--- src/rtl/core/bounded_linked_list_engine_unit_macros.svh ---
// Assertion helpers.
`ifndef BOUNDED_LINKED_LIST_ENGINE_UNIT_MACROS_SVH
`define BOUNDED_LINKED_LIST_ENGINE_UNIT_MACROS_SVH

`define BLL_ASSERT_IMP(label, clk, rst, a, c, msg) \
  label: assert property (@(posedge clk) disable iff (rst) (a) |-> (c)) else $error(msg);

`define BLL_ASSERT_NEXT(label, clk, rst, a, c, msg) \
  label: assert property (@(posedge clk) disable iff (rst) (a) |=> (c)) else $error(msg);

`endif

--- src/rtl/core/bll_pkg.sv ---
`default_nettype none
package bll_pkg;

  localparam int unsigned CapacityDefault   = 16;
  localparam int unsigned ValueWidthDefault = 32;

  typedef enum logic [2:0] {
    OP_PUSH_FRONT = 3'd0,
    OP_PUSH_BACK  = 3'd1,
    OP_POP_FRONT  = 3'd2,
    OP_CONTAINS   = 3'd3,
    OP_REMOVE     = 3'd4,
    OP_REVERSE    = 3'd5,
    OP_CLEAR      = 3'd6,
    OP_NOP        = 3'd7
  } opcode_t;

  typedef enum logic [1:0] {
    ST_DONE = 2'd0,
    ST_MISS = 2'd1,
    ST_FULL = 2'd2
  } status_code_t;

  typedef struct packed {
    logic [2:0]  opcode;
    logic [31:0] operand_value;
  } request_t;

  typedef struct packed {
    logic [1:0]  status;
    logic [31:0] data_out;
    logic [4:0]  occupancy;
    logic [31:0] front_value;
    logic [31:0] back_value;
  } result_t;

  typedef enum logic [3:0] {
    S_INIT,
    S_IDLE,
    S_DECODE,
    S_PUSH,
    S_WALKRD,
    S_WALKCHK,
    S_RMFREE,
    S_REVRD,
    S_REVWR,
    S_CLEAR,
    S_FRONTRD,
    S_BACKRD,
    S_OUT
  } ctrl_state_t;

  typedef struct packed {
    logic load_req;
    logic init_start;
    logic init_step;   // link[addr] = addr + 1 (0 at the last slot) during the sweep
    logic rd_free;
    logic rd_cur;
    logic rd_head;
    logic rd_tail;
    logic walk_start;  // cur = head, prev = head, n = 0
    logic walk_adv;    // prev = cur, cur = link[cur], n++
    logic do_push;
    logic do_pop_head; // unlink head (pop or remove at head)
    logic rm_link;     // link[prev] = link[cur]
    logic rm_free;     // link[cur] = free head, free head = cur
    logic rev_start;
    logic rev_step;
    logic rev_finish;
    logic set_miss;
    logic set_done;
    logic set_full;
    logic cap_front;
    logic out_load;
  } dp_cmd_t;

  typedef struct packed {
    opcode_t opcode;
    logic    empty;
    logic    full;
    logic    one_left;
    logic    match;
    logic    walk_first;
    logic    walk_last;
    logic    init_last;
  } dp_status_t;

endpackage
`default_nettype wire

--- src/rtl/core/bll_datapath.sv ---
`default_nettype none
module bll_datapath #(
  parameter int unsigned CAPACITY    = bll_pkg::CapacityDefault,
  parameter int unsigned VALUE_WIDTH = bll_pkg::ValueWidthDefault
) (
  input  wire                  clk,
  input  wire                  rst,
  input  bll_pkg::request_t    req,
  input  bll_pkg::dp_cmd_t     cmd,
  output bll_pkg::dp_status_t  sts,
  output bll_pkg::result_t     res
);

  localparam int unsigned AW = (CAPACITY > 1) ? $clog2(CAPACITY) : 1;
  localparam int unsigned CW = $clog2(CAPACITY + 1);

  logic [VALUE_WIDTH-1:0] value_mem [CAPACITY];
  logic [AW-1:0]          link_mem  [CAPACITY];

  bll_pkg::opcode_t       opcode;
  logic [VALUE_WIDTH-1:0] operand;
  logic [AW-1:0]          head, tail, free_head, cur, prev, init_addr;
  logic [CW-1:0]          count, walk_n;
  logic [VALUE_WIDTH-1:0] rd_value;
  logic [AW-1:0]          rd_link;
  bll_pkg::status_code_t  status;
  logic [VALUE_WIDTH-1:0] data, front;
  bll_pkg::result_t       res_reg;

  logic          lwe, re;
  logic [AW-1:0] lwa, lwd, ra;

  always_comb begin
    lwe = 1'b0;
    lwa = init_addr;
    lwd = free_head;
    if (cmd.init_step) begin
      lwe = 1'b1;
      lwd = (init_addr == AW'(CAPACITY - 1)) ? '0 : init_addr + AW'(1);
    end else if (cmd.do_push) begin
      if (count != '0) begin
        lwe = 1'b1;
        if (opcode == bll_pkg::OP_PUSH_FRONT) begin
          lwa = free_head; lwd = head;
        end else begin
          lwa = tail; lwd = free_head;
        end
      end
    end else if (cmd.do_pop_head) begin
      lwe = 1'b1; lwa = head; lwd = free_head;
    end else if (cmd.rm_link) begin
      lwe = 1'b1; lwa = prev; lwd = rd_link;
    end else if (cmd.rm_free) begin
      lwe = 1'b1; lwa = cur; lwd = free_head;
    end else if (cmd.rev_step) begin
      lwe = (walk_n != '0); lwa = cur; lwd = prev;
    end
  end

  always_comb begin
    re = 1'b1;
    ra = cur;
    if (cmd.rd_free) ra = free_head;
    else if (cmd.rd_head) ra = head;
    else if (cmd.rd_tail) ra = tail;
    else if (!cmd.rd_cur) re = 1'b0;
  end

  always_ff @(posedge clk) begin
    if (cmd.do_push) value_mem[free_head] <= operand;
    if (lwe) link_mem[lwa] <= lwd;
    if (re) begin
      rd_value <= value_mem[ra];
      rd_link  <= link_mem[ra];
    end
  end

  always_ff @(posedge clk) begin
    if (rst) begin
      head <= '0; tail <= '0; free_head <= '0; count <= '0; init_addr <= '0;
    end else begin
      if (cmd.init_start) begin
        head <= '0; tail <= '0; free_head <= '0; count <= '0; init_addr <= '0;
      end
      if (cmd.init_step) init_addr <= init_addr + AW'(1);
      if (cmd.do_push) begin
        free_head <= rd_link;
        count     <= count + CW'(1);
        if (count == '0) begin
          head <= free_head; tail <= free_head;
        end else if (opcode == bll_pkg::OP_PUSH_FRONT) begin
          head <= free_head;
        end else begin
          tail <= free_head;
        end
      end
      if (cmd.do_pop_head) begin
        free_head <= head;
        count     <= count - CW'(1);
        if (count == CW'(1)) begin
          head <= '0; tail <= '0;
        end else begin
          head <= rd_link;
        end
      end
      if (cmd.rm_link) begin
        count <= count - CW'(1);
        if (cur == tail) tail <= prev;
      end
      if (cmd.rm_free) free_head <= cur;
      if (cmd.rev_start) tail <= head;
      if (cmd.rev_finish) head <= cur;
    end
  end

  always_ff @(posedge clk) begin
    if (cmd.load_req) begin
      opcode  <= bll_pkg::opcode_t'(req.opcode);
      operand <= VALUE_WIDTH'(req.operand_value);
      status  <= bll_pkg::ST_DONE;
      data    <= '0;
    end
    if (cmd.walk_start || cmd.rev_start) begin
      cur <= head; prev <= head; walk_n <= '0;
    end
    if (cmd.walk_adv || cmd.rev_step) begin
      prev <= cur; cur <= rd_link; walk_n <= walk_n + CW'(1);
    end
    if (cmd.set_miss) status <= bll_pkg::ST_MISS;
    if (cmd.set_done) status <= bll_pkg::ST_DONE;
    if (cmd.set_full) status <= bll_pkg::ST_FULL;
    if (cmd.do_pop_head && opcode == bll_pkg::OP_POP_FRONT) data <= rd_value;
    if (cmd.cap_front) front <= (count == '0) ? '0 : rd_value;
    if (cmd.out_load) begin
      res_reg.status      <= status;
      res_reg.data_out    <= 32'(data);
      res_reg.occupancy   <= 5'(count);
      res_reg.front_value <= 32'(front);
      res_reg.back_value  <= (count == '0) ? '0 : 32'(rd_value);
    end
  end

  assign res = res_reg;

  assign sts.opcode     = opcode;
  assign sts.empty      = (count == '0);
  assign sts.full       = (count >= CW'(CAPACITY));
  assign sts.one_left   = (count <= CW'(1));
  assign sts.match      = (rd_value == operand);
  assign sts.walk_first = (walk_n == '0);
  assign sts.walk_last  = ((walk_n + CW'(1)) >= count);
  assign sts.init_last  = (init_addr == AW'(CAPACITY - 1));

endmodule
`default_nettype wire

--- src/rtl/core/bll_controller.sv ---
`default_nettype none
`include "bounded_linked_list_engine_unit_macros.svh"
module bll_controller (
  input  wire                 clk,
  input  wire                 rst,
  input  wire                 in_valid,
  output logic                in_stall,
  output logic                out_valid,
  input  wire                 out_stall,
  input  bll_pkg::dp_status_t sts,
  output bll_pkg::dp_cmd_t    cmd
);

  bll_pkg::ctrl_state_t state, state_next;
  logic out_full;
  logic out_take;

  assign out_take = out_valid && !out_stall;

  always_ff @(posedge clk) begin
    if (rst) begin
      state    <= bll_pkg::S_INIT;
      out_full <= 1'b0;
    end else begin
      state <= state_next;
      if (cmd.out_load) out_full <= 1'b1;
      else if (out_take) out_full <= 1'b0;
    end
  end

  assign out_valid = out_full;

  always_comb begin
    state_next = state;
    cmd        = '0;
    in_stall   = 1'b1;
    case (state)
      bll_pkg::S_INIT: begin
        cmd.init_step = 1'b1;
        if (sts.init_last) state_next = bll_pkg::S_IDLE;
      end
      bll_pkg::S_IDLE: begin
        in_stall = 1'b0;
        if (in_valid) begin
          cmd.load_req = 1'b1;
          state_next   = bll_pkg::S_DECODE;
        end
      end
      bll_pkg::S_DECODE: begin
        state_next = bll_pkg::S_FRONTRD;
        case (sts.opcode)
          bll_pkg::OP_PUSH_FRONT, bll_pkg::OP_PUSH_BACK: begin
            if (sts.full) begin
              cmd.set_full = 1'b1;
            end else begin
              cmd.rd_free = 1'b1;
              state_next  = bll_pkg::S_PUSH;
            end
          end
          bll_pkg::OP_POP_FRONT: begin
            if (sts.empty) begin
              cmd.set_miss = 1'b1;
            end else begin
              cmd.walk_start = 1'b1;
              state_next     = bll_pkg::S_WALKRD;
            end
          end
          bll_pkg::OP_CONTAINS, bll_pkg::OP_REMOVE: begin
            cmd.set_miss = 1'b1;
            if (!sts.empty) begin
              cmd.walk_start = 1'b1;
              state_next     = bll_pkg::S_WALKRD;
            end
          end
          bll_pkg::OP_REVERSE: begin
            if (!sts.one_left) begin
              cmd.rev_start = 1'b1;
              state_next    = bll_pkg::S_REVRD;
            end
          end
          bll_pkg::OP_CLEAR: begin
            cmd.init_start = 1'b1;
            state_next     = bll_pkg::S_CLEAR;
          end
          default: ;
        endcase
      end
      bll_pkg::S_PUSH: begin
        cmd.do_push = 1'b1;
        state_next  = bll_pkg::S_FRONTRD;
      end
      bll_pkg::S_WALKRD: begin
        cmd.rd_cur = 1'b1;
        state_next = bll_pkg::S_WALKCHK;
      end
      bll_pkg::S_WALKCHK: begin
        state_next = bll_pkg::S_FRONTRD;
        case (sts.opcode)
          bll_pkg::OP_POP_FRONT: cmd.do_pop_head = 1'b1;
          bll_pkg::OP_CONTAINS, bll_pkg::OP_REMOVE: begin
            if (sts.match) begin
              cmd.set_done = 1'b1;
              if (sts.opcode == bll_pkg::OP_REMOVE) begin
                if (sts.walk_first) begin
                  cmd.do_pop_head = 1'b1;
                end else begin
                  cmd.rm_link = 1'b1;
                  state_next  = bll_pkg::S_RMFREE;
                end
              end
            end else if (!sts.walk_last) begin
              cmd.walk_adv = 1'b1;
              state_next   = bll_pkg::S_WALKRD;
            end
          end
          default: ;
        endcase
      end
      bll_pkg::S_RMFREE: begin
        cmd.rm_free = 1'b1;
        state_next  = bll_pkg::S_FRONTRD;
      end
      bll_pkg::S_REVRD: begin
        cmd.rd_cur = 1'b1;
        state_next = bll_pkg::S_REVWR;
      end
      bll_pkg::S_REVWR: begin
        cmd.rev_step = 1'b1;
        if (sts.walk_last) begin
          cmd.rev_finish = 1'b1;
          state_next     = bll_pkg::S_FRONTRD;
        end else begin
          state_next = bll_pkg::S_REVRD;
        end
      end
      bll_pkg::S_CLEAR: begin
        cmd.init_step = 1'b1;
        if (sts.init_last) state_next = bll_pkg::S_FRONTRD;
      end
      bll_pkg::S_FRONTRD: begin
        cmd.rd_head = 1'b1;
        state_next  = bll_pkg::S_BACKRD;
      end
      bll_pkg::S_BACKRD: begin
        cmd.cap_front = 1'b1;
        cmd.rd_tail   = 1'b1;
        state_next    = bll_pkg::S_OUT;
      end
      bll_pkg::S_OUT: begin
        if (!out_full || out_take) begin
          cmd.out_load = 1'b1;
          state_next   = bll_pkg::S_IDLE;
        end
      end
      default: state_next = bll_pkg::S_INIT;
    endcase
  end

  `BLL_ASSERT_IMP(a_busy_stall, clk, rst, state != bll_pkg::S_IDLE, in_stall,
    "request taken while busy")
  `BLL_ASSERT_NEXT(a_load_valid, clk, rst, cmd.out_load, out_valid,
    "result not presented")
  `BLL_ASSERT_IMP(a_one_op, clk, rst, cmd.do_push, !cmd.do_pop_head,
    "push and pop together")
  `BLL_ASSERT_NEXT(a_out_hold, clk, rst, out_valid && out_stall, out_valid,
    "result dropped while stalled")

endmodule
`default_nettype wire

--- src/rtl/core/bounded_linked_list_engine_unit.sv ---
// Sequence: decode, the operation's states, front read, back read, result load. Push reads
// the free slot first; pop, contains and remove check each visited slot, a remove past the
// head adds a free-chain step, reverse relinks each slot and clear sweeps every slot.
// One request at a time, the next taken in the cycle after the result loads;
// a stalled result holds the controller until the output register frees.
// Reset: synchronous rst zeroes the pointers and rebuilds the free chain.
`default_nettype none
module bounded_linked_list_engine_unit #(
  parameter int unsigned CAPACITY    = bll_pkg::CapacityDefault,
  parameter int unsigned VALUE_WIDTH = bll_pkg::ValueWidthDefault
) (
  input  wire               clk,
  input  wire               rst,
  input  wire               in_valid,
  output logic              in_stall,
  input  bll_pkg::request_t in_data,
  output logic              out_valid,
  input  wire               out_stall,
  output bll_pkg::result_t  out_data
);

  bll_pkg::dp_cmd_t    cmd;
  bll_pkg::dp_status_t sts;

  bll_controller u_ctrl (
    .clk, .rst, .in_valid, .in_stall, .out_valid, .out_stall, .sts, .cmd
  );

  bll_datapath #(.CAPACITY(CAPACITY), .VALUE_WIDTH(VALUE_WIDTH)) u_dp (
    .clk, .rst, .req(in_data), .cmd, .sts, .res(out_data)
  );

endmodule
`default_nettype wire
--- config.mk ---
export PLATFORM = sky130hd
export DESIGN_NAME = bounded_linked_list_engine_unit
export DESIGN_NICKNAME = d
export VERILOG_FILES = /design/src/rtl/core/bll_pkg.sv /design/src/rtl/core/bll_datapath.sv /design/src/rtl/core/bll_controller.sv /design/src/rtl/core/bounded_linked_list_engine_unit.sv
export VERILOG_INCLUDE_DIRS = /design/src /design/src/rtl/core
export SDC_FILE = /design/constraint.sdc
export NUM_CORES = 1
export LEC_CHECK = 0
export ABC_AREA = 0
export BUFFER_PORTS_ARGS = -buffer_cell sky130_fd_sc_hd__buf_2
export CAP_MARGIN = 10
export CORE_ASPECT_RATIO = 0.5
export CORE_MARGIN = 8
export CORE_UTILIZATION = 40
export CTS_CLUSTER_DIAMETER = 120
export CTS_CLUSTER_SIZE = 16
export DETAILED_ROUTE_END_ITERATION = 12
export RECOVER_POWER = 25
export SYNTH_ARGS = -nofsm -noshare
export SYNTH_HDL_FRONTEND = slang
export SYNTH_SLANG_ARGS = --single-unit
--- constraint.sdc ---
create_clock -name clk -period 6.4 [get_ports clk]
set_input_delay 0.64 -clock clk [delete_from_list [all_inputs] [get_ports clk]]
set_output_delay 0.64 -clock clk [all_outputs]
set_load 0.01 [all_outputs]
==> flow_summary_export.csv <==
group,metric,value,unit
outcome,outcome,"completed",
worst_setup_path,max_stage_delay,0.80,ns
worst_setup_path,crit_top_cell,"nor4_1",
worst_hold_path,holdPathEnd,"u_dp.operand[29]",
synthesis,ys.flop_type,"edfxtp_1",
clocking,clkLatencyLatePin,0.65,ns
synthesis,yosysMostFrequentCell,"edfxtp_1",
clocking,cts_tree,"built",
placement,dp_hpwl,51200,µm
route,firstDrtPassIters,5,
finish,post-route-util,0.447,
worst_hold_path,hold_depth,1,
grt,grt_max_degree,67,
synthesis,ys_seq_area_frac,0.733,
worst_setup_path,crit_slowest_cell,"nor4_1",
clocking,clock_path_buffers,3,
die,core_area,86000,µm²
synthesis,ys_types,75,
finish,largest_reg_flops,512,
worst_hold_path,hold_path_class,"in2reg",
synthesis,synth.cell_area,34600,µm²
clocking,cts_hold_buf,0,
sta,setup-tns-final,0,ns
die,die_w,432,µm
sta,skew,0.0236,ns
worst_setup_path,path_cells,"xor2_1 > nor4_1 > and4_1 > nand4_1 > o21a_1 > o221a_2 > nor4_1",
synthesis,synth_top_area_frac,0.717,
pwr,p_sw_frac,0.213,
pwr,p_comb_frac,0.041,
route,drt-total-wl,83400,µm
worst_setup_path,arrival,4.91,ns
grt,antenna_found_initial,10,
grt,grt_pass1_wl,121000,µm
worst_setup_path,r2r-end,"u_dp.link_mem[12][2]",
synthesis,yosys-top-cells-count,"827 x edfxtp_1, 442 x mux2i_1, 56 x nand2_1, 48 x nor2_1, 43 x a21oi_1",
job,cap_violations,0,
clocking,post_cts_buffers,0,
clocking,ctsResizeCount,0,
worst_setup_path,worstPathMaxFanout,17,
sta,slew_headroom,0.284,
clocking,cts_buffers,59,
pwr,ir_worst_vdd,0.000194,V
synthesis,ys_top_cells_by_area,"edfxtp_1 72%, mux2i_1 13%, mux4_2 2.3%",
pwr,p_int,0.00812,W
worst_setup_path,reg2reg_slack,1.75,ns
sta,grt_setup_unrepaired,"false",
synthesis,syn_nets,2000,
grt,first_global_vias,17400,
sta,setup_viol,0,
clocking,cts_max_level,2,
pwr,p_sw,0.00220,W
route,detail_route.iter0.violations,1856,
clocking,cts_root_buf,"clkbuf_16",
finish,nFillCells,7437,
synthesis,synth_warnings,0,
pwr,p_leak,13.2,nW
die,die_area,96800,µm²
route,drt-vias-per-instance,5.40,
worst_setup_path,critPathKind,"reg2reg",
worst_setup_path,cp_top_family,"simple AND/OR/NAND/NOR gates",
pwr,cellPowerDensity,268,nW/µm²
sta,post-route-min-period,4.65,ns
synthesis,synth-seq-cells,855,
grt,grt-ovfl-total,0,
sta,slew_viol_final,0,
sta,fmax,0.215,GHz
worst_setup_path,r2r_cells,7,
sta,tightest_slew,1.07,ns
synthesis,async_flop_share,0,
sta,hold_viol_final,0,
finish,seq_area,25400,µm²
route,route.vias.total,17800,
placement,gp_congestion,0.862,
finish,finalNetCount,2151,
die,die_h,224,µm
worst_setup_path,worstSetupEndpointType,"flop",
synthesis,synth_cells,1950,
placement,numPortBuffers,143,
clocking,clock_sinks,855,
worst_setup_path,cp_data_required_time,6.66,ns
die,top_level_ports,144,
route,wl_per_cell,25.3,µm
sta,finalCritPeriodShare,0.726,
route,route.detailed.drc,0,
finish,layout-drive-gt1-share,0.157,
worst_setup_path,reg2reg_from,"u_dp.operand[3]",
finish,syn2layout_area_growth,11.0,%
worst_setup_path,critPathBufInv,0,
die,initial_utilization,0.403,
finish,multi_input_area,8770,µm²
pwr,p_clk_frac,0.341,
worst_hold_path,hp-start,"in_data[29]",
grt,grtUsageTotal,0.167,
synthesis,yosysTopAreaCell,"edfxtp_1",
clocking,clk_pin_slew,0.07,ns
worst_setup_path,critical_path.startpoint_type,"flop",
synthesis,synth_enable_flop_cells,827,
route,drtAntennaViolNets,0,
pwr,seq_power_share,0.618,
die,num_rows,76,
synthesis,avgSynthCellArea,17.8,µm²
## power by group through the flow
stage / registers (W) / clock network [W] / logic (W)
after floorplan: 0.00645 / 0 / 0.000278
after global placement: 0.00650 / 0 / 0.000428
after detailed placement: 0.00650 / 0 / 0.000431
after CTS: 0.00638 / 0.00360 / 0.000432
after global routing: 0.00639 / 0.00380 / 0.000466
final: 0.00638 / 0.00352 / 0.000426
## metal layers
metal  GRT usage  share of wire
met5           0        0.00056
met4      0.0328          0.015
met3      0.0293          0.063
met2       0.261           0.46
met1       0.247           0.46
## layout make-up
| type | instances | share of cell area |
|---|---|---|
| well taps | 1170 | 0.0381 |
| clock buffers | 83 | 0.0413 |
| diodes | 3 | 0.000195 |
| repair buffers | 188 | 0.0293 |
| clock inverters | 3 | 0.000944 |
| flip-flops and latches | 855 | 0.661 |
| inverters | 15 | 0.00146 |
| multi-input cells | 982 | 0.228 |
## cell usage in the layout (no fill, tap or decap), drive strengths merged, types with 21 or more instances in the layout
| cell | instances |
|---|---|
| mux2i | 443 |
| nor2 | 49 |
| edfxtp | 827 |
| xnor2 | 23 |
| buf | 173 |
| clkbuf | 98 |
| o21ai | 24 |
| and2 | 38 |
| mux2 | 21 |
| a21oi | 43 |
| dfxtp | 28 |
| nand2 | 56 |
| mux4 | 36 |
| nor2b | 37 |
## through the flow
stage	instances	area (µm²)	hold slack [ns]	setup WS, ns	total power [W]
3_5_place_dp	3210	36800	0.405	1.78	0.00693
5_1_grt	3297	38400	0.129	1.48	0.0107
2_1_floorplan	1950	34600	0.400	2.18	0.00673
6_report	3299	38400	0.164	1.75	0.0103
4_1_cts	3296	38500	0.122	1.77	0.0104
3_3_place_gp	3209	36800	0.402	1.91	0.00692
## cell families (layout without fill, tap and decap cells)
| kind of cell | after synthesis | in the layout | share of synthesized area |
|---|---|---|---|
| other cells | 0 | 3 | 0 |
| buf+inv | 113 | 289 | 0.0188 |
| simple gates | 288 | 288 | 0.0461 |
| mux | 500 | 500 | 0.159 |
| flops | 855 | 855 | 0.733 |
| fa+ha+maj | 11 | 11 | 0.00397 |
| compound gates | 141 | 141 | 0.0287 |
| xor+xnor | 42 | 42 | 0.0106 |
## how the worst max path moves through the flow
stage,start,end,slack (ns),depth (start not counted)
floorplan,u_ctrl.state[3],u_dp.value_mem[8][0],2.18,6
global placement,u_dp.operand[3],u_dp.link_mem[12][0],1.91,7
detailed placement,u_dp.operand[3],u_dp.link_mem[12][3],1.78,7
CTS,u_dp.operand[3],u_dp.link_mem[12][0],1.77,7
global route,u_ctrl.state[0],u_dp.link_mem[6][0],1.48,7
finish,u_dp.operand[3],u_dp.link_mem[12][2],1.75,7
Power figures use the tool's default switching activity.
